### src/rtl/hkm_pkg.sv
// Shared types, codes and constants of the hotkey match table.
package hkm_pkg;

  localparam int ENTRIES_DEF = 32;

  localparam int MOD_W  = 8;
  localparam int KEY_W  = 16;
  localparam int APP_W  = 8;
  localparam int HID_W  = 4;
  localparam int ACT_W  = 8;
  localparam int CNT_W  = 6;
  localparam int CFG_W  = 8;
  localparam int CIDX_W = 1;

  localparam logic [APP_W-1:0] APP_LIMIT_RST = 8'd16;

  localparam logic [CIDX_W-1:0] CFG_ACTIVE = 1'd0;
  localparam logic [CIDX_W-1:0] CFG_LIMIT  = 1'd1;

  typedef enum logic [1:0] {
    OP_LOOKUP = 2'd0,
    OP_INSERT = 2'd1,
    OP_REMOVE = 2'd2,
    OP_ENABLE = 2'd3
  } opcode_t;

  typedef enum logic [1:0] {
    ST_DONE     = 2'd0,
    ST_NO_MATCH = 2'd1,
    ST_FULL     = 2'd2,
    ST_DUP      = 2'd3
  } status_t;

  typedef enum logic [1:0] {
    ACT_NONE   = 2'd0,
    ACT_LAUNCH = 2'd1,
    ACT_RUN    = 2'd2
  } kind_t;

  typedef struct packed {
    logic [MOD_W-1:0] mods;
    logic [KEY_W-1:0] key;
    logic [APP_W-1:0] app;
    logic             hvalid;
    logic [HID_W-1:0] hid;
    logic             en;
  } entry_t;

  typedef struct packed {
    logic    load;
    logic    scan_start;
    logic    step;
    logic    shift_mode;
    logic    shift_start;
    logic    wr_insert;
    logic    wr_enable;
    logic    dec_count;
    logic    set_res;
    status_t res_code;
    logic    res_act;
    logic    post;
  } cmd_t;

  typedef struct packed {
    opcode_t op;
    logic    ins_full;
    logic    hit;
    logic    scan_done;
    logic    out_free;
  } stat_t;

endpackage

### src/rtl/hkm_if.sv
// Request and response channel interfaces of the hotkey match table.
interface hkm_req_if;
  logic       valid;
  logic       ready;
  logic [1:0] opcode;
  logic [7:0] modifiers;
  logic [15:0] key_val;
  logic [7:0] app_id;
  logic       handler_valid;
  logic [3:0] handler_id;
  logic       enable_value;

  modport source (output valid, opcode, modifiers, key_val, app_id, handler_valid,
                  handler_id, enable_value, input ready);
  modport sink (input valid, opcode, modifiers, key_val, app_id, handler_valid,
                handler_id, enable_value, output ready);
endinterface

interface hkm_rsp_if;
  logic       valid;
  logic       ready;
  logic [1:0] status;
  logic [1:0] action_kind;
  logic [7:0] action_id;
  logic [5:0] entry_count;

  modport source (output valid, status, action_kind, action_id, entry_count, input ready);
  modport sink (input valid, status, action_kind, action_id, entry_count, output ready);
endinterface

### src/rtl/hotkey_match_table.sv
// Hotkey match table: one request beat in, one response beat out. Entries live in a
// single-port-read memory walked one entry per cycle, so lookup, insert and set-enable
// scan the used entries in order until a match, and remove scans to the matching entry,
// then shifts the rest down one per cycle; a response held off by the receiver stalls
// the next request. A finished response waits in an output register while the next
// request is taken. No clearing pass is needed after reset.
module hotkey_match_table #(
  parameter int ENTRIES = hkm_pkg::ENTRIES_DEF
) (
  input  logic                       clk,
  input  logic                       rst,
  input  logic                       cfg_we,
  input  logic [hkm_pkg::CIDX_W-1:0] cfg_index,
  input  logic [hkm_pkg::CFG_W-1:0]  cfg_data,
  hkm_req_if.sink                    req,
  hkm_rsp_if.source                  rsp
);
  import hkm_pkg::*;

  cmd_t  cmd;
  stat_t stat;

  hkm_ctrl u_ctrl (
    .clk       (clk),
    .rst       (rst),
    .req_valid (req.valid),
    .req_ready (req.ready),
    .stat      (stat),
    .cmd       (cmd)
  );

  hkm_datapath #(
    .ENTRIES (ENTRIES)
  ) u_datapath (
    .clk           (clk),
    .rst           (rst),
    .cfg_we        (cfg_we),
    .cfg_index     (cfg_index),
    .cfg_data      (cfg_data),
    .opcode        (req.opcode),
    .modifiers     (req.modifiers),
    .key_val       (req.key_val),
    .app_id        (req.app_id),
    .handler_valid (req.handler_valid),
    .handler_id    (req.handler_id),
    .enable_value  (req.enable_value),
    .rsp_valid     (rsp.valid),
    .rsp_ready     (rsp.ready),
    .status        (rsp.status),
    .action_kind   (rsp.action_kind),
    .action_id     (rsp.action_id),
    .entry_count   (rsp.entry_count),
    .cmd           (cmd),
    .stat          (stat)
  );

  // never append to a full table
  a_no_insert_full: assert property (@(posedge clk) disable iff (rst)
    cmd.wr_insert |-> !stat.ins_full)
    else $error("insert write issued on a full table");

  // one request at a time: after a beat is taken, no further beat next cycle
  a_one_in_flight: assert property (@(posedge clk) disable iff (rst)
    (req.valid && req.ready) |=> !req.ready)
    else $error("request taken while another is in progress");

  // a response is only loaded into a free output register
  a_post_free: assert property (@(posedge clk) disable iff (rst)
    cmd.post |-> stat.out_free)
    else $error("response overwrote a pending beat");

endmodule

### src/rtl/hkm_datapath.sv
// Datapath: entry memory, scan and shift pointers, config and result registers.
module hkm_datapath #(
  parameter int ENTRIES = hkm_pkg::ENTRIES_DEF
) (
  input  logic                       clk,
  input  logic                       rst,
  input  logic                       cfg_we,
  input  logic [hkm_pkg::CIDX_W-1:0] cfg_index,
  input  logic [hkm_pkg::CFG_W-1:0]  cfg_data,
  input  logic [1:0]                 opcode,
  input  logic [hkm_pkg::MOD_W-1:0]  modifiers,
  input  logic [hkm_pkg::KEY_W-1:0]  key_val,
  input  logic [hkm_pkg::APP_W-1:0]  app_id,
  input  logic                       handler_valid,
  input  logic [hkm_pkg::HID_W-1:0]  handler_id,
  input  logic                       enable_value,
  output logic                       rsp_valid,
  input  logic                       rsp_ready,
  output logic [1:0]                 status,
  output logic [1:0]                 action_kind,
  output logic [hkm_pkg::ACT_W-1:0]  action_id,
  output logic [hkm_pkg::CNT_W-1:0]  entry_count,
  input  hkm_pkg::cmd_t              cmd,
  output hkm_pkg::stat_t             stat
);
  import hkm_pkg::*;

  localparam int IW = (ENTRIES > 1) ? $clog2(ENTRIES) : 1;
  localparam int CW = $clog2(ENTRIES + 1);

  entry_t mem [ENTRIES];
  entry_t rdata;

  logic             active;
  logic [APP_W-1:0] limit;
  opcode_t          op_q;
  logic [MOD_W-1:0] mods_q;
  logic [KEY_W-1:0] key_q;
  logic [APP_W-1:0] app_q;
  logic             hv_q;
  logic [HID_W-1:0] hid_q;
  logic             en_q;

  logic [CW-1:0] used;
  logic [CW-1:0] rptr;
  logic [CW-1:0] ridx;
  logic          pend;

  status_t          res_code;
  kind_t            res_kind;
  logic [ACT_W-1:0] res_id;

  logic          rd_now;
  logic          wr_en;
  logic [IW-1:0] wr_addr;
  entry_t        wr_data;
  logic          pair_eq;
  logic          usable;
  logic [CW-1:0] ridx_dec;

  assign rd_now   = cmd.step && (rptr < used);
  assign ridx_dec = ridx - CW'(1);
  assign pair_eq  = (rdata.mods == mods_q) && (rdata.key == key_q);
  assign usable   = active && rdata.en && (rdata.hvalid || (rdata.app < limit));

  always_comb begin
    wr_en   = 1'b0;
    wr_addr = ridx[IW-1:0];
    wr_data = rdata;
    if (cmd.step && cmd.shift_mode && pend) begin
      // move the entry just read one place down
      wr_en   = 1'b1;
      wr_addr = ridx_dec[IW-1:0];
    end else if (cmd.wr_insert) begin
      wr_en   = 1'b1;
      wr_addr = used[IW-1:0];
      wr_data = '{mods: mods_q, key: key_q, app: app_q, hvalid: hv_q, hid: hid_q,
                  en: 1'b1};
    end else if (cmd.wr_enable) begin
      wr_en      = 1'b1;
      wr_data.en = en_q;
    end
  end

  always_ff @(posedge clk) begin
    if (rd_now) begin
      rdata <= mem[rptr[IW-1:0]];
    end
    if (wr_en) begin
      mem[wr_addr] <= wr_data;
    end
  end

  always_ff @(posedge clk) begin
    if (rst) begin
      active    <= 1'b0;
      limit     <= APP_LIMIT_RST;
      used      <= '0;
      rptr      <= '0;
      pend      <= 1'b0;
      rsp_valid <= 1'b0;
    end else begin
      if (cfg_we) begin
        case (cfg_index)
          CFG_ACTIVE: active <= cfg_data[0];
          CFG_LIMIT:  limit  <= cfg_data[APP_W-1:0];
          default:    ;
        endcase
      end
      if (cmd.scan_start) begin
        rptr <= '0;
        pend <= 1'b0;
      end else if (cmd.shift_start) begin
        rptr <= ridx + CW'(1);
        pend <= 1'b0;
      end else if (cmd.step) begin
        pend <= rd_now;
        if (rd_now) begin
          rptr <= rptr + CW'(1);
        end
      end
      if (cmd.wr_insert) begin
        used <= used + CW'(1);
      end else if (cmd.dec_count) begin
        used <= used - CW'(1);
      end
      if (cmd.post) begin
        rsp_valid <= 1'b1;
      end else if (rsp_ready) begin
        rsp_valid <= 1'b0;
      end
    end
  end

  always_ff @(posedge clk) begin
    if (cmd.load) begin
      op_q   <= opcode_t'(opcode);
      mods_q <= modifiers;
      key_q  <= key_val;
      app_q  <= app_id;
      hv_q   <= handler_valid;
      hid_q  <= handler_id;
      en_q   <= enable_value;
    end
    if (rd_now) begin
      ridx <= rptr;
    end
    if (cmd.set_res) begin
      res_code <= cmd.res_code;
      res_kind <= ACT_NONE;
      res_id   <= '0;
      if (cmd.res_act) begin
        if (rdata.hvalid) begin
          res_kind <= ACT_RUN;
          res_id   <= ACT_W'(rdata.hid);
        end else begin
          res_kind <= ACT_LAUNCH;
          res_id   <= rdata.app;
        end
      end
    end
    if (cmd.post) begin
      status      <= res_code;
      action_kind <= res_kind;
      action_id   <= res_id;
      entry_count <= CNT_W'(used);
    end
  end

  assign stat.op        = op_q;
  assign stat.ins_full  = (op_q == OP_INSERT) && (used >= CW'(ENTRIES));
  assign stat.hit       = pend && pair_eq && ((op_q != OP_LOOKUP) || usable);
  assign stat.scan_done = !pend && (rptr >= used);
  assign stat.out_free  = !rsp_valid || rsp_ready;

endmodule

### src/rtl/hkm_ctrl.sv
// Controller: sequences scan, shift and result hand-off for each request.
module hkm_ctrl (
  input  logic           clk,
  input  logic           rst,
  input  logic           req_valid,
  output logic           req_ready,
  input  hkm_pkg::stat_t stat,
  output hkm_pkg::cmd_t  cmd
);
  import hkm_pkg::*;

  typedef enum logic [1:0] {
    S_IDLE,
    S_SCAN,
    S_SHIFT,
    S_POST
  } state_t;

  state_t state;
  state_t state_next;

  always_ff @(posedge clk) begin
    if (rst) begin
      state <= S_IDLE;
    end else begin
      state <= state_next;
    end
  end

  always_comb begin
    cmd        = '0;
    state_next = state;
    req_ready  = (state == S_IDLE);
    case (state)
      S_IDLE: begin
        if (req_valid) begin
          cmd.load       = 1'b1;
          cmd.scan_start = 1'b1;
          state_next     = S_SCAN;
        end
      end
      S_SCAN: begin
        if (stat.ins_full) begin
          cmd.set_res  = 1'b1;
          cmd.res_code = ST_FULL;
          state_next   = S_POST;
        end else if (stat.hit) begin
          case (stat.op)
            OP_LOOKUP: begin
              cmd.set_res  = 1'b1;
              cmd.res_code = ST_DONE;
              cmd.res_act  = 1'b1;
              state_next   = S_POST;
            end
            OP_INSERT: begin
              cmd.set_res  = 1'b1;
              cmd.res_code = ST_DUP;
              state_next   = S_POST;
            end
            OP_REMOVE: begin
              cmd.shift_start = 1'b1;
              state_next      = S_SHIFT;
            end
            default: begin
              cmd.wr_enable = 1'b1;
              cmd.set_res   = 1'b1;
              cmd.res_code  = ST_DONE;
              state_next    = S_POST;
            end
          endcase
        end else if (stat.scan_done) begin
          cmd.set_res = 1'b1;
          if (stat.op == OP_INSERT) begin
            cmd.wr_insert = 1'b1;
            cmd.res_code  = ST_DONE;
          end else begin
            cmd.res_code = ST_NO_MATCH;
          end
          state_next = S_POST;
        end else begin
          cmd.step = 1'b1;
        end
      end
      S_SHIFT: begin
        cmd.step       = 1'b1;
        cmd.shift_mode = 1'b1;
        if (stat.scan_done) begin
          cmd.dec_count = 1'b1;
          cmd.set_res   = 1'b1;
          cmd.res_code  = ST_DONE;
          state_next    = S_POST;
        end
      end
      S_POST: begin
        // hold until the output register is free
        if (stat.out_free) begin
          cmd.post   = 1'b1;
          state_next = S_IDLE;
        end
      end
      default: state_next = S_IDLE;
    endcase
  end

endmodule
### src/flat_wrapper.sv
// flat-port wrapper written by rule: the top's interface ports become plain ports
module hotkey_match_table_flat import hkm_pkg::*;
#(
  parameter int ENTRIES = hkm_pkg::ENTRIES_DEF
)
  (clk, rst, cfg_we, cfg_index, cfg_data, req_valid, req_opcode, req_modifiers, req_key_val, req_app_id, req_handler_valid, req_handler_id, req_enable_value, req_ready, rsp_valid, rsp_status, rsp_action_kind, rsp_action_id, rsp_entry_count, rsp_ready);
  hkm_req_if req_i ();
  hkm_rsp_if rsp_i ();
  input  logic clk;
  input  logic rst;
  input  logic cfg_we;
  input  logic [hkm_pkg::CIDX_W-1:0] cfg_index;
  input  logic [hkm_pkg::CFG_W-1:0] cfg_data;
  input wire logic [$bits(req_i.valid)-1:0] req_valid;
  input wire logic [$bits(req_i.opcode)-1:0] req_opcode;
  input wire logic [$bits(req_i.modifiers)-1:0] req_modifiers;
  input wire logic [$bits(req_i.key_val)-1:0] req_key_val;
  input wire logic [$bits(req_i.app_id)-1:0] req_app_id;
  input wire logic [$bits(req_i.handler_valid)-1:0] req_handler_valid;
  input wire logic [$bits(req_i.handler_id)-1:0] req_handler_id;
  input wire logic [$bits(req_i.enable_value)-1:0] req_enable_value;
  output wire logic [$bits(req_i.ready)-1:0] req_ready;
  output wire logic [$bits(rsp_i.valid)-1:0] rsp_valid;
  output wire logic [$bits(rsp_i.status)-1:0] rsp_status;
  output wire logic [$bits(rsp_i.action_kind)-1:0] rsp_action_kind;
  output wire logic [$bits(rsp_i.action_id)-1:0] rsp_action_id;
  output wire logic [$bits(rsp_i.entry_count)-1:0] rsp_entry_count;
  input wire logic [$bits(rsp_i.ready)-1:0] rsp_ready;
  assign req_i.valid = req_valid;
  assign req_i.opcode = req_opcode;
  assign req_i.modifiers = req_modifiers;
  assign req_i.key_val = req_key_val;
  assign req_i.app_id = req_app_id;
  assign req_i.handler_valid = req_handler_valid;
  assign req_i.handler_id = req_handler_id;
  assign req_i.enable_value = req_enable_value;
  assign req_ready = req_i.ready;
  assign rsp_valid = rsp_i.valid;
  assign rsp_status = rsp_i.status;
  assign rsp_action_kind = rsp_i.action_kind;
  assign rsp_action_id = rsp_i.action_id;
  assign rsp_entry_count = rsp_i.entry_count;
  assign rsp_i.ready = rsp_ready;
  hotkey_match_table #(.ENTRIES(ENTRIES)) u_core (.clk(clk), .rst(rst), .cfg_we(cfg_we), .cfg_index(cfg_index), .cfg_data(cfg_data), .req(req_i), .rsp(rsp_i));
endmodule
### config.mk
export PLATFORM = sky130hd
export DESIGN_NAME = hotkey_match_table_flat
export DESIGN_NICKNAME = d
export VERILOG_FILES = /design/src/rtl/hkm_pkg.sv /design/src/rtl/hkm_if.sv /design/src/rtl/hotkey_match_table.sv /design/src/rtl/hkm_datapath.sv /design/src/rtl/hkm_ctrl.sv /design/src/flat_wrapper.sv
export SDC_FILE = /design/constraint.sdc
export NUM_CORES = 1
export LEC_CHECK = 0
export ABC_AREA = 0
export BUFFER_PORTS_ARGS = -buffer_cell sky130_fd_sc_hd__clkbuf_2
export CAP_MARGIN = 20
export CORE_MARGIN = 5
export CORE_UTILIZATION = 45
export DETAILED_ROUTE_END_ITERATION = 6
export GPL_TIMING_DRIVEN = 1
export HOLD_SLACK_MARGIN = 0.05
export PLACE_DENSITY = 0.61
export SLEW_MARGIN = 20
export SYNTH_ARGS = -nofsm -noshare
export SYNTH_HDL_FRONTEND = slang
export SYNTH_SLANG_ARGS = --single-unit
export TNS_END_PERCENT = 1
### constraint.sdc
create_clock -name clk -period 6.4 [get_ports clk]
set_clock_uncertainty 0.15 [all_clocks]
set_input_delay 0.64 -clock clk [delete_from_list [all_inputs] [get_ports clk]]
set_output_delay 0.64 -clock clk [all_outputs]
set_load 0.01 [all_outputs]
==> flow_summary.html, run 1 <==
<table>
<tr><th>Metric</th><th>Value</th></tr>
<tr><th colspan="2">Outcome</th></tr>
<tr><td>Run status</td><td>finished, final reports clean</td></tr>
<tr><th colspan="2">STA</th></tr>
<tr><td>Slew at the pin closest to its max-slew limit</td><td>1.14 ns</td></tr>
<tr><td>Clock period minus worst slack</td><td>5.09 ns</td></tr>
<tr><td>Total negative slack for setup checks</td><td>0 ns</td></tr>
<tr><td>Final slew viol count</td><td>0</td></tr>
<tr><td>Final setup violation count</td><td>0</td></tr>
<tr><td>Final critical-path share of the clock period</td><td>0.795</td></tr>
<tr><td>Max Freq</td><td>0.197 GHz</td></tr>
<tr><td>Setup repair after global routing missed its margin</td><td>false</td></tr>
<tr><td>Worst slew slack as a fraction of its limit</td><td>0.239</td></tr>
<tr><td>Hold Fails Final Rpt</td><td>0</td></tr>
<tr><td>Worst Slack Setup Final</td><td>1.31 ns</td></tr>
<tr><th colspan="2">Yosys</th></tr>
<tr><td>Net count after synthesis</td><td>2,415</td></tr>
<tr><td>EDFF count, synth</td><td>1,330</td></tr>
<tr><td>Cell accounting for the most synthesized area</td><td>sky130_fd_sc_hd__edfxtp_1</td></tr>
<tr><td>Syn Inst Count</td><td>2,335</td></tr>
<tr><td>Mean area per synthesized cell</td><td>22.5 µm²</td></tr>
<tr><td>Mapped cell area</td><td>52,600 µm²</td></tr>
<tr><td>Adder-cell share of the synthesized area</td><td>0.00633</td></tr>
<tr><td>Number of distinct standard cells referenced by the synthesized netlist</td><td>66</td></tr>
<tr><td>Most used standard cell by instance count after synthesis</td><td>sky130_fd_sc_hd__edfxtp_1</td></tr>
<tr><td>XOR/XNOR Fraction of Synth Area</td><td>0.00616</td></tr>
<tr><td>Primary FF master, synth</td><td>sky130_fd_sc_hd__edfxtp_1</td></tr>
<tr><td>Synth async-reset ratio</td><td>0</td></tr>
<tr><td>Dominant cells by area after synthesis</td><td>sky130_fd_sc_hd__edfxtp_1 76%, sky130_fd_sc_hd__mux4_2 16%, sky130_fd_sc_hd__nand2_1 1.0%</td></tr>
<tr><td>Synthesized-area fraction occupied by ao, oa, aoi and oai cells</td><td>0.0114</td></tr>
<tr><td>Dominant combinational cell family by area after synthesis</td><td>multiplexers</td></tr>
<tr><td>Simple-Gate Fraction of Synth Area</td><td>0.0237</td></tr>
<tr><td>Number of synthesis warnings</td><td>0</td></tr>
<tr><td>Share of the synthesized area in the top cell type</td><td>0.759</td></tr>
<tr><td>Post-synthesis register bit count</td><td>1,355</td></tr>
<tr><td>Leading post-synthesis cells by instance count</td><td>1,330 x sky130_fd_sc_hd__edfxtp_1, 380 x sky130_fd_sc_hd__mux4_2, 144 x sky130_fd_sc_hd__nand2_1, 60 x sky130_fd_sc_hd__clkbuf_1, 60 x sky130_fd_sc_hd__nor2_1</td></tr>
<tr><td>Seq/Total Area, Yosys</td><td>0.769</td></tr>
<tr><td>Post-synthesis mux area share</td><td>0.173</td></tr>
<tr><th colspan="2">Clock tree</th></tr>
<tr><td>Clock transition at the registers of the reported paths</td><td>0.06 ns</td></tr>
<tr><td>Quantity of hold-fixing buffers added after cts</td><td>47</td></tr>
<tr><td>CTS H-tree depth</td><td>4</td></tr>
<tr><td>Buffer levels on the longest clock path</td><td>3</td></tr>
<tr><td>CTS buffer count</td><td>136</td></tr>
<tr><td>Root cell of the clock tree</td><td>sky130_fd_sc_hd__clkbuf_16</td></tr>
<tr><td>Post_cts resized</td><td>0</td></tr>
<tr><td>Clock latency on the worst-skew pair</td><td>0.74 ns</td></tr>
<tr><td>CTS tree</td><td>yes</td></tr>
<tr><td>Number of clock sinks</td><td>1,355</td></tr>
<tr><td>Number of setup buffers added after CTS</td><td>0</td></tr>
<tr><th colspan="2">Drt</th></tr>
<tr><td>Total length of routed wires</td><td>127,000 µm</td></tr>
<tr><td>Number of nets with antenna violations after detailed routing</td><td>0</td></tr>
<tr><td>First-pass DRT Iterations</td><td>6</td></tr>
<tr><td>Number of DRC markers after the initial detailed-route iteration</td><td>2,837</td></tr>
<tr><td>Number of vias in the routed layout</td><td>24,700</td></tr>
<tr><td>Drt drc</td><td>0</td></tr>
<tr><td>Wire length per cell</td><td>30.2 µm</td></tr>
<tr><td>Detail-routed via count per cell</td><td>5.87</td></tr>
<tr><th colspan="2">Power and ir drop</th></tr>
<tr><td>Pwr dens</td><td>344 nW/µm²</td></tr>
<tr><td>Leakage component of the power</td><td>18.5 nW</td></tr>
<tr><td>Net switching power</td><td>0.00510 W</td></tr>
<tr><td>Clock power frac</td><td>0.368</td></tr>
<tr><td>Combinational group share of total power</td><td>0.109</td></tr>
<tr><td>Internal cell power</td><td>0.0157 W</td></tr>
<tr><td>Peak supply drop</td><td>0.000292 V</td></tr>
<tr><td>Portion of total power attributed to sequential cells</td><td>0.523</td></tr>
<tr><td>Tot Pwr</td><td>0.0208 W</td></tr>
<tr><td>Switch share</td><td>0.246</td></tr>
<tr><th colspan="2">Finish</th></tr>
<tr><td>Fraction of layout cells with a size suffix above 1</td><td>0.314</td></tr>
<tr><td>Synthesis-to-layout area growth</td><td>14.6%</td></tr>
<tr><td>Layout net count</td><td>2,652</td></tr>
<tr><td>Post-Layout Inst Area</td><td>60,300 µm²</td></tr>
<tr><td>Utilization after layout</td><td>0.519</td></tr>
<tr><th colspan="2">Floorplan</th></tr>
<tr><td>Height of the die</td><td>352 µm</td></tr>
<tr><td>Std cell rows</td><td>125</td></tr>
<tr><td>Die boundary width</td><td>352 µm</td></tr>
<tr><td>Die Outline Area</td><td>124,000 µm²</td></tr>
<tr><td>Starting Density</td><td>0.453</td></tr>
<tr><td>Number of primary I/O pins</td><td>74</td></tr>
<tr><td>Core area</td><td>116,000 µm²</td></tr>
<tr><th colspan="2">Global route</th></tr>
<tr><td>Vias in the first global route</td><td>25,300</td></tr>
<tr><td>Largest net degree at the start of global routing</td><td>153</td></tr>
<tr><td>Initial antenna violation count</td><td>5</td></tr>
<tr><td>Global router's overall resource usage</td><td>0.204</td></tr>
<tr><td>First-pass GRT wire length</td><td>183,000 µm</td></tr>
<tr><td>Overall overflow remaining after global route</td><td>0</td></tr>
<tr><th colspan="2">Worst hold path</th></tr>
<tr><td>Worst hold-check path type</td><td>input port to flop</td></tr>
<tr><th colspan="2">Setup path</th></tr>
<tr><td>Start-to-end type of the worst setup path</td><td>flop to flop</td></tr>
<tr><td>Worst endpoint required time</td><td>6.67 ns</td></tr>
<tr><td>Highest fanout seen on the critical path</td><td>35</td></tr>
<tr><td>Critical path endpoint category</td><td>flop</td></tr>
<tr><td>Setup crit start kind</td><td>flop</td></tr>
<tr><td>Arrival @ worst endpoint</td><td>5.36 ns</td></tr>
<tr><th colspan="2">Placed design</th></tr>
<tr><td>Hpwl dp</td><td>78,100 µm</td></tr>
<tr><td>Post-DP Area</td><td>55,400 µm²</td></tr>
<tr><td>Post-Place Setup Slack</td><td>1.45 ns</td></tr>
<tr><td>Gpl congestion</td><td>0.863</td></tr>
<tr><td>Count of buffers inserted at the top-level ports</td><td>73</td></tr>
<tr><th colspan="2">Run</th></tr>
<tr><td>Count of max-cap constraint violations</td><td>0</td></tr>
</table>
cells by family after synthesis:
| logic type | Yosys count |
|---|---|
| XOR/XNOR | 37 |
| multiplexers | 428 |
| flip-flops | 1355 |
| buffers and inverters | 133 |
| adder cells (fa/ha/maj) | 26 |
| AO/OA/AOI/OAI | 80 |
| AND/OR/NAND/NOR | 276 |
final timing paths:
kind | startpoint | end | slack [ns] | depth (start not counted)
worst max-delay path | u_core.u_datapath.rptr[3] | u_core.u_datapath.mem[12][29] | 1.31 | 12
worst min-delay path | req_modifiers[1] | u_core.u_datapath.mods_q[1] | 0.09 | 1
worst max register to register | u_core.u_datapath.rptr[3] | u_core.u_datapath.mem[12][29] | 1.31 | 12
worst min register to register | u_core.u_datapath.res_id[5] | u_core.u_datapath.action_id[5] | 0.26 | 0
cells in the final DEF (no fill, tap or decap), types with 5 or more instances in the layout:
cell	synthesis	routed
sky130_fd_sc_hd__a21o_1	5	5
sky130_fd_sc_hd__o21ai_0	11	10
sky130_fd_sc_hd__nand2_2	0	14
sky130_fd_sc_hd__nor4_1	5	5
sky130_fd_sc_hd__mux2i_1	10	10
sky130_fd_sc_hd__o21ai_1	8	9
sky130_fd_sc_hd__dfxtp_4	0	5
sky130_fd_sc_hd__ha_1	25	25
sky130_fd_sc_hd__clkinv_8	0	6
sky130_fd_sc_hd__dfxtp_1	25	20
sky130_fd_sc_hd__buf_12	0	9
sky130_fd_sc_hd__edfxtp_1	1330	1330
sky130_fd_sc_hd__and2_1	7	6
sky130_fd_sc_hd__dlygate4sd3_1	0	48
sky130_fd_sc_hd__bufinv_16	0	10
sky130_fd_sc_hd__clkinv_1	0	25
sky130_fd_sc_hd__clkbuf_16	0	136
sky130_fd_sc_hd__nand3_1	18	18
sky130_fd_sc_hd__buf_4	6	71
sky130_fd_sc_hd__clkinv_2	0	21
sky130_fd_sc_hd__a21oi_1	22	22
sky130_fd_sc_hd__mux4_2	380	380
sky130_fd_sc_hd__nor2_4	0	32
sky130_fd_sc_hd__clkbuf_1	60	32
sky130_fd_sc_hd__nor2_1	60	28
sky130_fd_sc_hd__nand4_1	6	6
sky130_fd_sc_hd__clkbuf_2	0	73
sky130_fd_sc_hd__inv_1	21	21
sky130_fd_sc_hd__nand2_1	144	130
sky130_fd_sc_hd__xnor2_1	12	12
sky130_fd_sc_hd__o21a_1	5	5
sky130_fd_sc_hd__nor3_1	5	5
sky130_fd_sc_hd__xor2_1	25	25
sky130_fd_sc_hd__inv_6	0	7
sky130_fd_sc_hd__mux2_2	38	38
routing by layer:
layer,routed length (µm),global-route usage,part of all wire,vias to the layer above
li1,-,-,-,10300
met1,51100,0.280,0.40,13200
met2,63100,0.335,0.50,1037
met3,9430,0.0445,0.074,175
met4,3050,0.0558,0.024,2
met5,10,0,0.000079,-
power groups by stage:
stage                     Clock (W)  Combinational (W)  Sequential [W]
after floorplan                   0            0.00129          0.0110
after global placement            0            0.00213          0.0111
after global routing        0.00820            0.00242          0.0109
after CTS                   0.00780            0.00223          0.0109
after detailed placement          0            0.00220          0.0111
final                       0.00764            0.00226          0.0109
area by class of cell:
| type | instances | area, µm² |
|---|---|---|
| well taps | 1524 | 1910 |
| flip-flops and latches | 1355 | 40500 |
| multi-input cells | 847 | 11900 |
| inverters | 24 | 90.1 |
| diodes | 1 | 2.50 |
| repair buffers | 208 | 1700 |
| clock inverters | 73 | 723 |
| clock buffers | 169 | 3540 |
| fillers | 8876 | 55900 |
worst max-delay path: stages, from the launching register on:
cell	delay (ns)
sky130_fd_sc_hd__dfxtp_4	0.83
sky130_fd_sc_hd__ha_1	0.29
sky130_fd_sc_hd__a21oi_1	0.05
sky130_fd_sc_hd__o21ai_1	0.26
sky130_fd_sc_hd__a21oi_4	0.09
sky130_fd_sc_hd__nor2_2	0.30
sky130_fd_sc_hd__nand2_4	0.08
sky130_fd_sc_hd__inv_2	0.47
sky130_fd_sc_hd__nand2_1	0.19
sky130_fd_sc_hd__o211ai_1	0.17
sky130_fd_sc_hd__nand2_1	0.50
sky130_fd_sc_hd__nor2_4	1.00
sky130_fd_sc_hd__buf_4	0.35
per-stage QoR:
step / cells / hold slack [ns]
after floorplan: 2335 / 0.250
after global placement: 3903 / 0.261
after detailed placement: 3905 / 0.256
after CTS: 4194 / 0.0536
after global routing: 4200 / 0.0674
final: 4201 / 0.0877
state kept, by name, indices dropped and copies added (netlist names), 6 cells and up:
register	flops
u_core.u_datapath.mem	1216
u_core.u_datapath.rdata	38
u_core.u_datapath.key_q	16
u_core.u_datapath.action_id	8
u_core.u_datapath.app_q	8
u_core.u_datapath.limit	8
u_core.u_datapath.mods_q	8
u_core.u_datapath.res_id	8
u_core.u_datapath.entry_count	6
u_core.u_datapath.ridx	6
u_core.u_datapath.rptr	6
u_core.u_datapath.used	6
Power figures use the tool's default switching activity.
==> run 2: changes to the inputs <==
--- a/config.mk
+++ b/config.mk
@@ -13,7 +13,7 @@
 export DETAILED_ROUTE_END_ITERATION = 6
 export GPL_TIMING_DRIVEN = 1
 export HOLD_SLACK_MARGIN = 0.05
-export PLACE_DENSITY = 0.61
+export PLACE_DENSITY = 0.63
 export SLEW_MARGIN = 20
 export SYNTH_ARGS = -nofsm -noshare
 export SYNTH_HDL_FRONTEND = slang
==> constraint.sdc (replaced) <==
create_clock -name clk -period 4.5 [get_ports clk]
set_clock_uncertainty 0.15 [all_clocks]
set_input_delay 0.45 -clock clk [delete_from_list [all_inputs] [get_ports clk]]
set_output_delay 0.45 -clock clk [all_outputs]
set_load 0.01 [all_outputs]
==> flow_summary.html, run 2 (same netlist as run 1, synthesis figures left out) <==
<table>
<tr><th>Metric</th><th>Value</th></tr>
<tr><th colspan="2">Finish</th></tr>
<tr><td>Reg area</td><td>40,500 µm² (about the same)</td></tr>
<tr><td>Utilization after layout</td><td>0.523 (was 0.519)</td></tr>
<tr><td>Layout net count</td><td>2,678 (was 2,652)</td></tr>
<tr><td>Synthesis-to-layout area growth</td><td>15.5% (was 14.6%)</td></tr>
<tr><td>Regs by FF count</td><td>u_core.u_datapath.mem (1216), u_core.u_datapath.rdata (38), u_core.u_datapath.key_q (16) (unchanged)</td></tr>
<tr><td>Commonest non-fill, non-tap cells in the layout</td><td>1,330 x sky130_fd_sc_hd__edfxtp_1, 380 x sky130_fd_sc_hd__mux4_2, 141 x sky130_fd_sc_hd__clkbuf_16, 140 x sky130_fd_sc_hd__nand2_1, 73 x sky130_fd_sc_hd__clkbuf_2 (was 1,330 x sky130_fd_sc_hd__edfxtp_1, 380 x sky130_fd_sc_hd__mux4_2, 136 x sky130_fd_sc_hd__clkbuf_16, 130 x sky130_fd_sc_hd__nand2_1, 73 x sky130_fd_sc_hd__clkbuf_2)</td></tr>
<tr><td>Post-Layout Inst Area</td><td>60,800 µm² (was 60,300 µm²)</td></tr>
<tr><td>Largest reg by FF count</td><td>u_core.u_datapath.mem (unchanged)</td></tr>
<tr><td>Commonest non-fill, non-tap cell in the layout</td><td>sky130_fd_sc_hd__edfxtp_1 (unchanged)</td></tr>
<tr><td>Fraction of layout cells with a size suffix above 1</td><td>0.311 (was 0.314)</td></tr>
<tr><td>Number of flip-flops in the largest register</td><td>1,216 (unchanged)</td></tr>
<tr><td>Final cell count without fillers</td><td>4,223 (was 4,201)</td></tr>
<tr><td>Antenna diode count</td><td>0 (was 1)</td></tr>
<tr><td>Fill count</td><td>8,867 (was 8,876)</td></tr>
<tr><td>Footprint of the multi-input gates</td><td>11,900 µm² (about the same)</td></tr>
<tr><th colspan="2">Floorplan</th></tr>
<tr><td>Std cell rows</td><td>125 (unchanged)</td></tr>
<tr><td>Starting Density</td><td>0.453 (unchanged)</td></tr>
<tr><td>Die boundary width</td><td>352 µm (unchanged)</td></tr>
<tr><td>Height of the die</td><td>352 µm (unchanged)</td></tr>
<tr><td>Die Outline Area</td><td>124,000 µm² (unchanged)</td></tr>
<tr><td>Number of primary I/O pins</td><td>74 (unchanged)</td></tr>
<tr><td>Core area</td><td>116,000 µm² (unchanged)</td></tr>
<tr><th colspan="2">Setup path</th></tr>
<tr><td>Setup slack of the most critical reg-to-reg path</td><td>0.31 ns (was 1.31 ns)</td></tr>
<tr><td>Crit-path leading delay family</td><td>simple AND/OR/NAND/NOR gates (unchanged)</td></tr>
<tr><td>Setup crit start kind</td><td>flop (unchanged)</td></tr>
<tr><td>Critical path buffers and inverters</td><td>4 (was 2)</td></tr>
<tr><td>Arrival @ worst endpoint</td><td>4.46 ns (was 5.36 ns)</td></tr>
<tr><td>Worst endpoint required time</td><td>4.76 ns (was 6.67 ns)</td></tr>
<tr><td>Longest individual stage delay on the worst path</td><td>0.52 ns (was 1.00 ns)</td></tr>
<tr><td>Cell with the largest stage delay on the worst path</td><td>sky130_fd_sc_hd__dfxtp_4 (was sky130_fd_sc_hd__nor2_4)</td></tr>
<tr><td>Critical path, cell by cell</td><td>inv_1 &gt; ha_1 &gt; nand2b_1 &gt; a21o_1 &gt; a21oi_4 &gt; nor2_2 &gt; nand2_4 &gt; inv_2 &gt; a221oi_1 &gt; buf_4 &gt; nand3_1 &gt; nor2_4 &gt; buf_12 (was ha_1 &gt; a21oi_1 &gt; o21ai_1 &gt; a21oi_4 &gt; nor2_2 &gt; nand2_4 &gt; inv_2 &gt; nand2_1 &gt; o211ai_1 &gt; nand2_1 &gt; nor2_4 &gt; buf_4)</td></tr>
<tr><td>Start-to-end type of the worst setup path</td><td>flop to flop (unchanged)</td></tr>
<tr><td>Critical path endpoint category</td><td>flop (unchanged)</td></tr>
<tr><td>Highest fanout seen on the critical path</td><td>17 (was 35)</td></tr>
<tr><th colspan="2">STA</th></tr>
<tr><td>Final critical-path share of the clock period</td><td>0.932 (was 0.795)</td></tr>
<tr><td>Worst slew slack as a fraction of its limit</td><td>0.292 (was 0.239)</td></tr>
<tr><td>Slew at the pin closest to its max-slew limit</td><td>1.06 ns (was 1.14 ns)</td></tr>
<tr><td>Setup repair after global routing missed its margin</td><td>false (unchanged)</td></tr>
<tr><td>Final slew viol count</td><td>0 (unchanged)</td></tr>
<tr><td>Max Freq</td><td>0.238 GHz (was 0.197 GHz)</td></tr>
<tr><td>Hold Fails Final Rpt</td><td>0 (unchanged)</td></tr>
<tr><td>Clock period minus worst slack</td><td>4.19 ns (was 5.09 ns)</td></tr>
<tr><td>Final setup violation count</td><td>0 (unchanged)</td></tr>
<tr><td>Total negative slack for setup checks</td><td>0 ns (unchanged)</td></tr>
<tr><th colspan="2">Clock tree</th></tr>
<tr><td>CTS H-tree depth</td><td>4 (unchanged)</td></tr>
<tr><td>Clock latency on the worst-skew pair</td><td>0.73 ns (was 0.74 ns)</td></tr>
<tr><td>CTS buffer count</td><td>137 (was 136)</td></tr>
<tr><td>Number of clock sinks</td><td>1,355 (unchanged)</td></tr>
<tr><td>CTS tree</td><td>yes (unchanged)</td></tr>
<tr><td>Clock transition at the registers of the reported paths</td><td>0.06 ns (about the same)</td></tr>
<tr><td>Root cell of the clock tree</td><td>sky130_fd_sc_hd__clkbuf_16 (unchanged)</td></tr>
<tr><td>Buffer levels on the longest clock path</td><td>3 (unchanged)</td></tr>
<tr><th colspan="2">Power and ir drop</th></tr>
<tr><td>Pwr dens</td><td>481 nW/µm² (was 344 nW/µm²)</td></tr>
<tr><td>Peak supply drop</td><td>0.000361 V (was 0.000292 V)</td></tr>
<tr><td>Leakage component of the power</td><td>18.6 nW (was 18.5 nW)</td></tr>
<tr><td>Tot Pwr</td><td>0.0292 W (was 0.0208 W)</td></tr>
<tr><th colspan="2">Placed design</th></tr>
<tr><td>Hpwl dp</td><td>69,100 µm (was 78,100 µm)</td></tr>
<tr><td>Gpl congestion</td><td>0.837 (was 0.863)</td></tr>
<tr><td>Inst Count DP</td><td>3,920 (was 3,905)</td></tr>
<tr><td>Post-DP Area</td><td>55,900 µm² (was 55,400 µm²)</td></tr>
<tr><td>Count of buffers inserted at the top-level ports</td><td>73 (unchanged)</td></tr>
<tr><th colspan="2">Drt</th></tr>
<tr><td>Number of vias in the routed layout</td><td>25,300 (was 24,700)</td></tr>
<tr><td>First-pass DRT Iterations</td><td>5 (was 6)</td></tr>
<tr><td>Number of nets with antenna violations after detailed routing</td><td>0 (unchanged)</td></tr>
<tr><td>Drt drc</td><td>0 (unchanged)</td></tr>
<tr><td>Detail-routed via count per cell</td><td>6.00 (was 5.87)</td></tr>
<tr><td>Total length of routed wires</td><td>130,000 µm (was 127,000 µm)</td></tr>
<tr><td>Wire length per cell</td><td>30.8 µm (was 30.2 µm)</td></tr>
<tr><td>Number of DRC markers after the initial detailed-route iteration</td><td>3,062 (was 2,837)</td></tr>
<tr><th colspan="2">Worst hold path</th></tr>
<tr><td>Worst hold-check path type</td><td>input port to flop (unchanged)</td></tr>
<tr><th colspan="2">Global route</th></tr>
<tr><td>Largest net degree at the start of global routing</td><td>143 (was 153)</td></tr>
<tr><td>Vias in the first global route</td><td>25,800 (was 25,300)</td></tr>
<tr><td>First-pass GRT wire length</td><td>187,000 µm (was 183,000 µm)</td></tr>
<tr><td>Global router's overall resource usage</td><td>0.208 (was 0.204)</td></tr>
<tr><td>Overall overflow remaining after global route</td><td>0 (unchanged)</td></tr>
<tr><td>Initial antenna violation count</td><td>3 (was 5)</td></tr>
<tr><th colspan="2">Outcome</th></tr>
<tr><td>Run status</td><td>finished, final reports clean (unchanged)</td></tr>
<tr><th colspan="2">Run</th></tr>
<tr><td>Count of max-cap constraint violations</td><td>0 (unchanged)</td></tr>
</table>
==> run 2: final timing paths <==
check	start	endpoint	cells after the start
min reg2reg	u_core.u_datapath.res_id[1]	u_core.u_datapath.action_id[1]	0
min	req_valid	u_core.u_ctrl.state[1]	4
max	u_core.u_datapath.rptr[0]	u_core.u_datapath.mem[11][21]	13
max reg2reg	u_core.u_datapath.rptr[0]	u_core.u_datapath.mem[11][21]	13
==> run 2: routing by layer <==
metal | global-route usage | wire, µm | vias up
met5 | 0 | 9 | -
met4 | 0.0537 | 3100 | 2
met3 | 0.0343 | 10900 | 202
met2 | 0.337 | 63200 | 1196
met1 | 0.301 | 52800 | 13600
li1 | - | - | 10300
==> run 2: area by class of cell <==
class	instances	share of cell area
clock buffers	167	0.0597
clock inverters	73	0.00931
inverters	24	0.00148
multi-input cells	847	0.195
flip-flops and latches	1355	0.666
well taps	1524	0.0314
repair buffers	233	0.0373
==> run 2: power by group <==
group	internal [W]	total [W]	switching, W	leakage (nW)
logic	0.000888	0.00311	0.00222	4.38
clock network	0.00599	0.0107	0.00469	2.05
registers	0.0152	0.0155	0.000253	12.2
total	0.0221	0.0292	0.00716	18.6
==> run 2: worst reg2reg max path, delay by kind of cell (launching register included) <==
| kind | cells | cell delay (ns) |
|---|---|---|
| AND/OR/NAND/NOR | 5 | 1.31 |
| AO/OA/AOI/OAI | 3 | 0.88 |
| buffers and inverters | 4 | 0.73 |
| flip-flops | 1 | 0.52 |
| adder cells (fa/ha/maj) | 1 | 0.27 |
==> run 2: per-stage QoR <==
step                      worst slack (ns)  hold slack [ns]
after global routing                 0.137            0.152
after global placement               0.473            0.256
after detailed placement             0.357            0.255
after floorplan                     -0.448            0.250
after CTS                            0.323           0.0607
final                                0.306           0.0838
==> run 2: timing repair <==
| action | in CTS | in global routing |
|---|---|---|
| setup buffers | 0 | 0 |
| resized for setup | 0 | 0 |
| hold buffers | 60 | 0 |
| hold endpoints to repair | 54 | 0 |
==> run 3: changes to the inputs <==
--- a/config.mk
+++ b/config.mk
@@ -8,12 +8,14 @@
 export ABC_AREA = 0
 export BUFFER_PORTS_ARGS = -buffer_cell sky130_fd_sc_hd__clkbuf_2
 export CAP_MARGIN = 20
+export CELL_PAD_IN_SITES_DETAIL_PLACEMENT = 1
+export CELL_PAD_IN_SITES_GLOBAL_PLACEMENT = 1
 export CORE_MARGIN = 5
 export CORE_UTILIZATION = 45
 export DETAILED_ROUTE_END_ITERATION = 6
 export GPL_TIMING_DRIVEN = 1
 export HOLD_SLACK_MARGIN = 0.05
-export PLACE_DENSITY = 0.63
+export PLACE_DENSITY = 0.69
 export SLEW_MARGIN = 20
 export SYNTH_ARGS = -nofsm -noshare
 export SYNTH_HDL_FRONTEND = slang
==> flow_summary.html, run 3 (same netlist as run 1, synthesis figures left out) <==
<table>
<tr><th>Metric</th><th>Value</th></tr>
<tr><th colspan="2">Setup path</th></tr>
<tr><td>Critical path endpoint category</td><td>flop (unchanged)</td></tr>
<tr><td>Crit-path leading delay family</td><td>compound AO/OA/AOI/OAI gates (was simple AND/OR/NAND/NOR gates)</td></tr>
<tr><td>Start-to-end type of the worst setup path</td><td>flop to flop (unchanged)</td></tr>
<tr><td>Critical path buffers and inverters</td><td>4 (unchanged)</td></tr>
<tr><td>Critical path, cell by cell</td><td>inv_2 &gt; ha_1 &gt; nand2_1 &gt; o21ai_1 &gt; a21oi_4 &gt; nor2_2 &gt; nand2_4 &gt; buf_4 &gt; a21boi_1 &gt; o211ai_2 &gt; buf_4 &gt; nor2_4 &gt; buf_12 (was inv_1 &gt; ha_1 &gt; nand2b_1 &gt; a21o_1 &gt; a21oi_4 &gt; nor2_2 &gt; nand2_4 &gt; inv_2 &gt; a221oi_1 &gt; buf_4 &gt; nand3_1 &gt; nor2_4 &gt; buf_12)</td></tr>
<tr><td>Longest individual stage delay on the worst path</td><td>0.46 ns (was 0.52 ns)</td></tr>
<tr><td>Crit-path most repeated cell</td><td>sky130_fd_sc_hd__buf_4</td></tr>
<tr><td>Cell with the largest stage delay on the worst path</td><td>sky130_fd_sc_hd__dfxtp_1 (was sky130_fd_sc_hd__dfxtp_4)</td></tr>
<tr><td>Highest fanout seen on the critical path</td><td>27 (was 17)</td></tr>
<tr><td>Arrival @ worst endpoint</td><td>4.37 ns (was 4.46 ns)</td></tr>
<tr><td>Setup crit start kind</td><td>flop (unchanged)</td></tr>
<tr><td>Worst endpoint required time</td><td>4.75 ns (was 4.76 ns)</td></tr>
<tr><th colspan="2">STA</th></tr>
<tr><td>Max Freq</td><td>0.243 GHz (was 0.238 GHz)</td></tr>
<tr><td>Worst slew slack as a fraction of its limit</td><td>0.206 (was 0.292)</td></tr>
<tr><td>Final critical-path share of the clock period</td><td>0.915 (was 0.932)</td></tr>
<tr><td>Clock period minus worst slack</td><td>4.12 ns (was 4.19 ns)</td></tr>
<tr><td>Slew at the pin closest to its max-slew limit</td><td>1.19 ns (was 1.06 ns)</td></tr>
<tr><td>Final worst hold slack</td><td>0.0965 ns (was 0.0838 ns)</td></tr>
<tr><td>Final setup violation count</td><td>0 (unchanged)</td></tr>
<tr><td>Setup repair after global routing missed its margin</td><td>false (unchanged)</td></tr>
<tr><td>Hold Fails Final Rpt</td><td>0 (unchanged)</td></tr>
<tr><td>Final slew viol count</td><td>0 (unchanged)</td></tr>
<tr><th colspan="2">Clock tree</th></tr>
<tr><td>Clock transition at the registers of the reported paths</td><td>0.06 ns (about the same)</td></tr>
<tr><td>CTS buffer count</td><td>141 (was 137)</td></tr>
<tr><td>Number of clock sinks</td><td>1,355 (unchanged)</td></tr>
<tr><td>Number of setup buffers added after CTS</td><td>0 (unchanged)</td></tr>
<tr><td>Buffer levels on the longest clock path</td><td>3 (unchanged)</td></tr>
<tr><td>CTS tree</td><td>yes (unchanged)</td></tr>
<tr><td>CTS H-tree depth</td><td>4 (unchanged)</td></tr>
<tr><td>Clock latency on the worst-skew pair</td><td>0.75 ns (was 0.73 ns)</td></tr>
<tr><td>Root cell of the clock tree</td><td>sky130_fd_sc_hd__clkbuf_16 (unchanged)</td></tr>
<tr><th colspan="2">Drt</th></tr>
<tr><td>Met3 routed WL</td><td>11,100 µm (was 10,900 µm)</td></tr>
<tr><td>Detail-routed via count per cell</td><td>5.98 (was 6.00)</td></tr>
<tr><td>Routed length on met1</td><td>56,000 µm (was 52,800 µm)</td></tr>
<tr><td>Drt drc</td><td>0 (unchanged)</td></tr>
<tr><td>Highest routed metal layer</td><td>met4 (was met5)</td></tr>
<tr><td>Number of vias in the routed layout</td><td>25,400 (was 25,300)</td></tr>
<tr><td>Number of DRC markers after the initial detailed-route iteration</td><td>2,773 (was 3,062)</td></tr>
<tr><td>Amount of wire on met2 after detailed routing</td><td>66,200 µm (was 63,200 µm)</td></tr>
<tr><td>Number of nets with antenna violations after detailed routing</td><td>0 (unchanged)</td></tr>
<tr><td>Total length of routed wires</td><td>136,000 µm (was 130,000 µm)</td></tr>
<tr><td>Wire length per cell</td><td>32.1 µm (was 30.8 µm)</td></tr>
<tr><td>First-pass DRT Iterations</td><td>5 (unchanged)</td></tr>
<tr><th colspan="2">Finish</th></tr>
<tr><td>Number of flip-flops in the largest register</td><td>1,216 (unchanged)</td></tr>
<tr><td>Synthesis-to-layout area growth</td><td>16.4% (was 15.5%)</td></tr>
<tr><td>Footprint of the multi-input gates</td><td>11,900 µm² (unchanged)</td></tr>
<tr><td>Utilization after layout</td><td>0.527 (was 0.523)</td></tr>
<tr><td>Commonest non-fill, non-tap cell in the layout</td><td>sky130_fd_sc_hd__edfxtp_1 (unchanged)</td></tr>
<tr><td>Layout net count</td><td>2,694 (was 2,678)</td></tr>
<tr><td>Regs by FF count</td><td>u_core.u_datapath.mem (1216), u_core.u_datapath.rdata (38), u_core.u_datapath.key_q (16) (unchanged)</td></tr>
<tr><td>Commonest non-fill, non-tap cells in the layout</td><td>1,330 x sky130_fd_sc_hd__edfxtp_1, 380 x sky130_fd_sc_hd__mux4_2, 143 x sky130_fd_sc_hd__clkbuf_16, 140 x sky130_fd_sc_hd__nand2_1, 73 x sky130_fd_sc_hd__clkbuf_2 (was 1,330 x sky130_fd_sc_hd__edfxtp_1, 380 x sky130_fd_sc_hd__mux4_2, 141 x sky130_fd_sc_hd__clkbuf_16, 140 x sky130_fd_sc_hd__nand2_1, 73 x sky130_fd_sc_hd__clkbuf_2)</td></tr>
<tr><td>Antenna diode count</td><td>0 (unchanged)</td></tr>
<tr><td>Fill count</td><td>9,937 (was 8,867)</td></tr>
<tr><td>Fraction of layout cells with a size suffix above 1</td><td>0.314 (was 0.311)</td></tr>
<tr><td>Reg area</td><td>40,500 µm² (about the same)</td></tr>
<tr><td>Largest reg by FF count</td><td>u_core.u_datapath.mem (unchanged)</td></tr>
<tr><th colspan="2">Global route</th></tr>
<tr><td>Initial antenna violation count</td><td>1 (was 3)</td></tr>
<tr><td>First-pass GRT wire length</td><td>197,000 µm (was 187,000 µm)</td></tr>
<tr><td>Largest net degree at the start of global routing</td><td>161 (was 143)</td></tr>
<tr><td>Overall overflow remaining after global route</td><td>0 (unchanged)</td></tr>
<tr><td>Global router's overall resource usage</td><td>0.221 (was 0.208)</td></tr>
<tr><td>Vias in the first global route</td><td>27,100 (was 25,800)</td></tr>
<tr><th colspan="2">Floorplan</th></tr>
<tr><td>Die Outline Area</td><td>124,000 µm² (unchanged)</td></tr>
<tr><td>Starting Density</td><td>0.453 (unchanged)</td></tr>
<tr><td>Number of primary I/O pins</td><td>74 (unchanged)</td></tr>
<tr><td>Height of the die</td><td>352 µm (unchanged)</td></tr>
<tr><td>Die boundary width</td><td>352 µm (unchanged)</td></tr>
<tr><td>Std cell rows</td><td>125 (unchanged)</td></tr>
<tr><td>Core area</td><td>116,000 µm² (unchanged)</td></tr>
<tr><th colspan="2">Outcome</th></tr>
<tr><td>Run status</td><td>finished, final reports clean (unchanged)</td></tr>
<tr><th colspan="2">Placed design</th></tr>
<tr><td>Hpwl dp</td><td>73,700 µm (was 69,100 µm)</td></tr>
<tr><td>Gpl congestion</td><td>0.831 (was 0.837)</td></tr>
<tr><td>Count of buffers inserted at the top-level ports</td><td>73 (unchanged)</td></tr>
<tr><th colspan="2">Worst hold path</th></tr>
<tr><td>Worst hold-check path type</td><td>input port to flop (unchanged)</td></tr>
<tr><th colspan="2">Power and ir drop</th></tr>
<tr><td>Pwr dens</td><td>490 nW/µm² (was 481 nW/µm²)</td></tr>
<tr><td>Leakage component of the power</td><td>18.8 nW (was 18.6 nW)</td></tr>
<tr><td>Tot Pwr</td><td>0.0300 W (was 0.0292 W)</td></tr>
<tr><td>Peak supply drop</td><td>0.000390 V (was 0.000361 V)</td></tr>
<tr><th colspan="2">Run</th></tr>
<tr><td>Count of max-cap constraint violations</td><td>0 (unchanged)</td></tr>
</table>
==> run 3: per-stage QoR <==
step	setup slack (ns)	instances	TNS [ns]	cell area, µm²
2_1_floorplan	-0.448	2335	-379.43	52600
3_3_place_gp	0.518	3929	0	56000
3_5_place_dp	0.470	3929	0	56000
4_1_cts	0.413	4249	0	61200
5_1_grt	0.170	4250	0	61200
6_report	0.382	4250	0	61200
==> run 3: timing repair <==
item,4_1_cts,5_1_grt
hold buffers,65,0
setup endpoints to repair,0,0
endpoints found under the hold margin,52,0
resized for setup,0,0
==> run 3: where the power goes <==
part	total (W)	switching, W	internal (W)
Clock	0.0114	0.00477	0.00660
Combinational	0.00320	0.00228	0.000918
Sequential	0.0154	0.000227	0.0152
==> run 3: final cells by class <==
cell class              instances  area share
clock inverters                84      0.0135
repair buffers                245      0.0390
clock buffers                 171      0.0602
inverters                      24     0.00147
flip-flops and latches       1355       0.661
multi-input cells             847       0.194
well taps                    1524      0.0312
==> run 3: layer usage <==
metal | vias up | track usage
li1 | 10400 | -
met1 | 13800 | 0.310
met2 | 1094 | 0.352
met3 | 184 | 0.0512
met4 | 0 | 0.0598
met5 | - | 0
==> run 3: worst min-delay path, cell delays in order <==
cell,delay (ns)
sky130_fd_sc_hd__clkbuf_2,0.09
sky130_fd_sc_hd__o21ai_0,0.12
sky130_fd_sc_hd__o21ai_0,0.19
sky130_fd_sc_hd__a21oi_1,0.07
==> run 3: worst paths after layout <==
check / startpoint / to / slack (ns) / cells after the start
max reg2reg: u_core.u_datapath.used[5] / u_core.u_datapath.mem[27][17] / 0.38 / 13
min reg2reg: u_core.u_datapath.res_id[7] / u_core.u_datapath.action_id[7] / 0.26 / 0
min: req_valid / u_core.u_ctrl.state[1] / 0.1 / 4
max: u_core.u_datapath.used[5] / u_core.u_datapath.mem[27][17] / 0.38 / 13
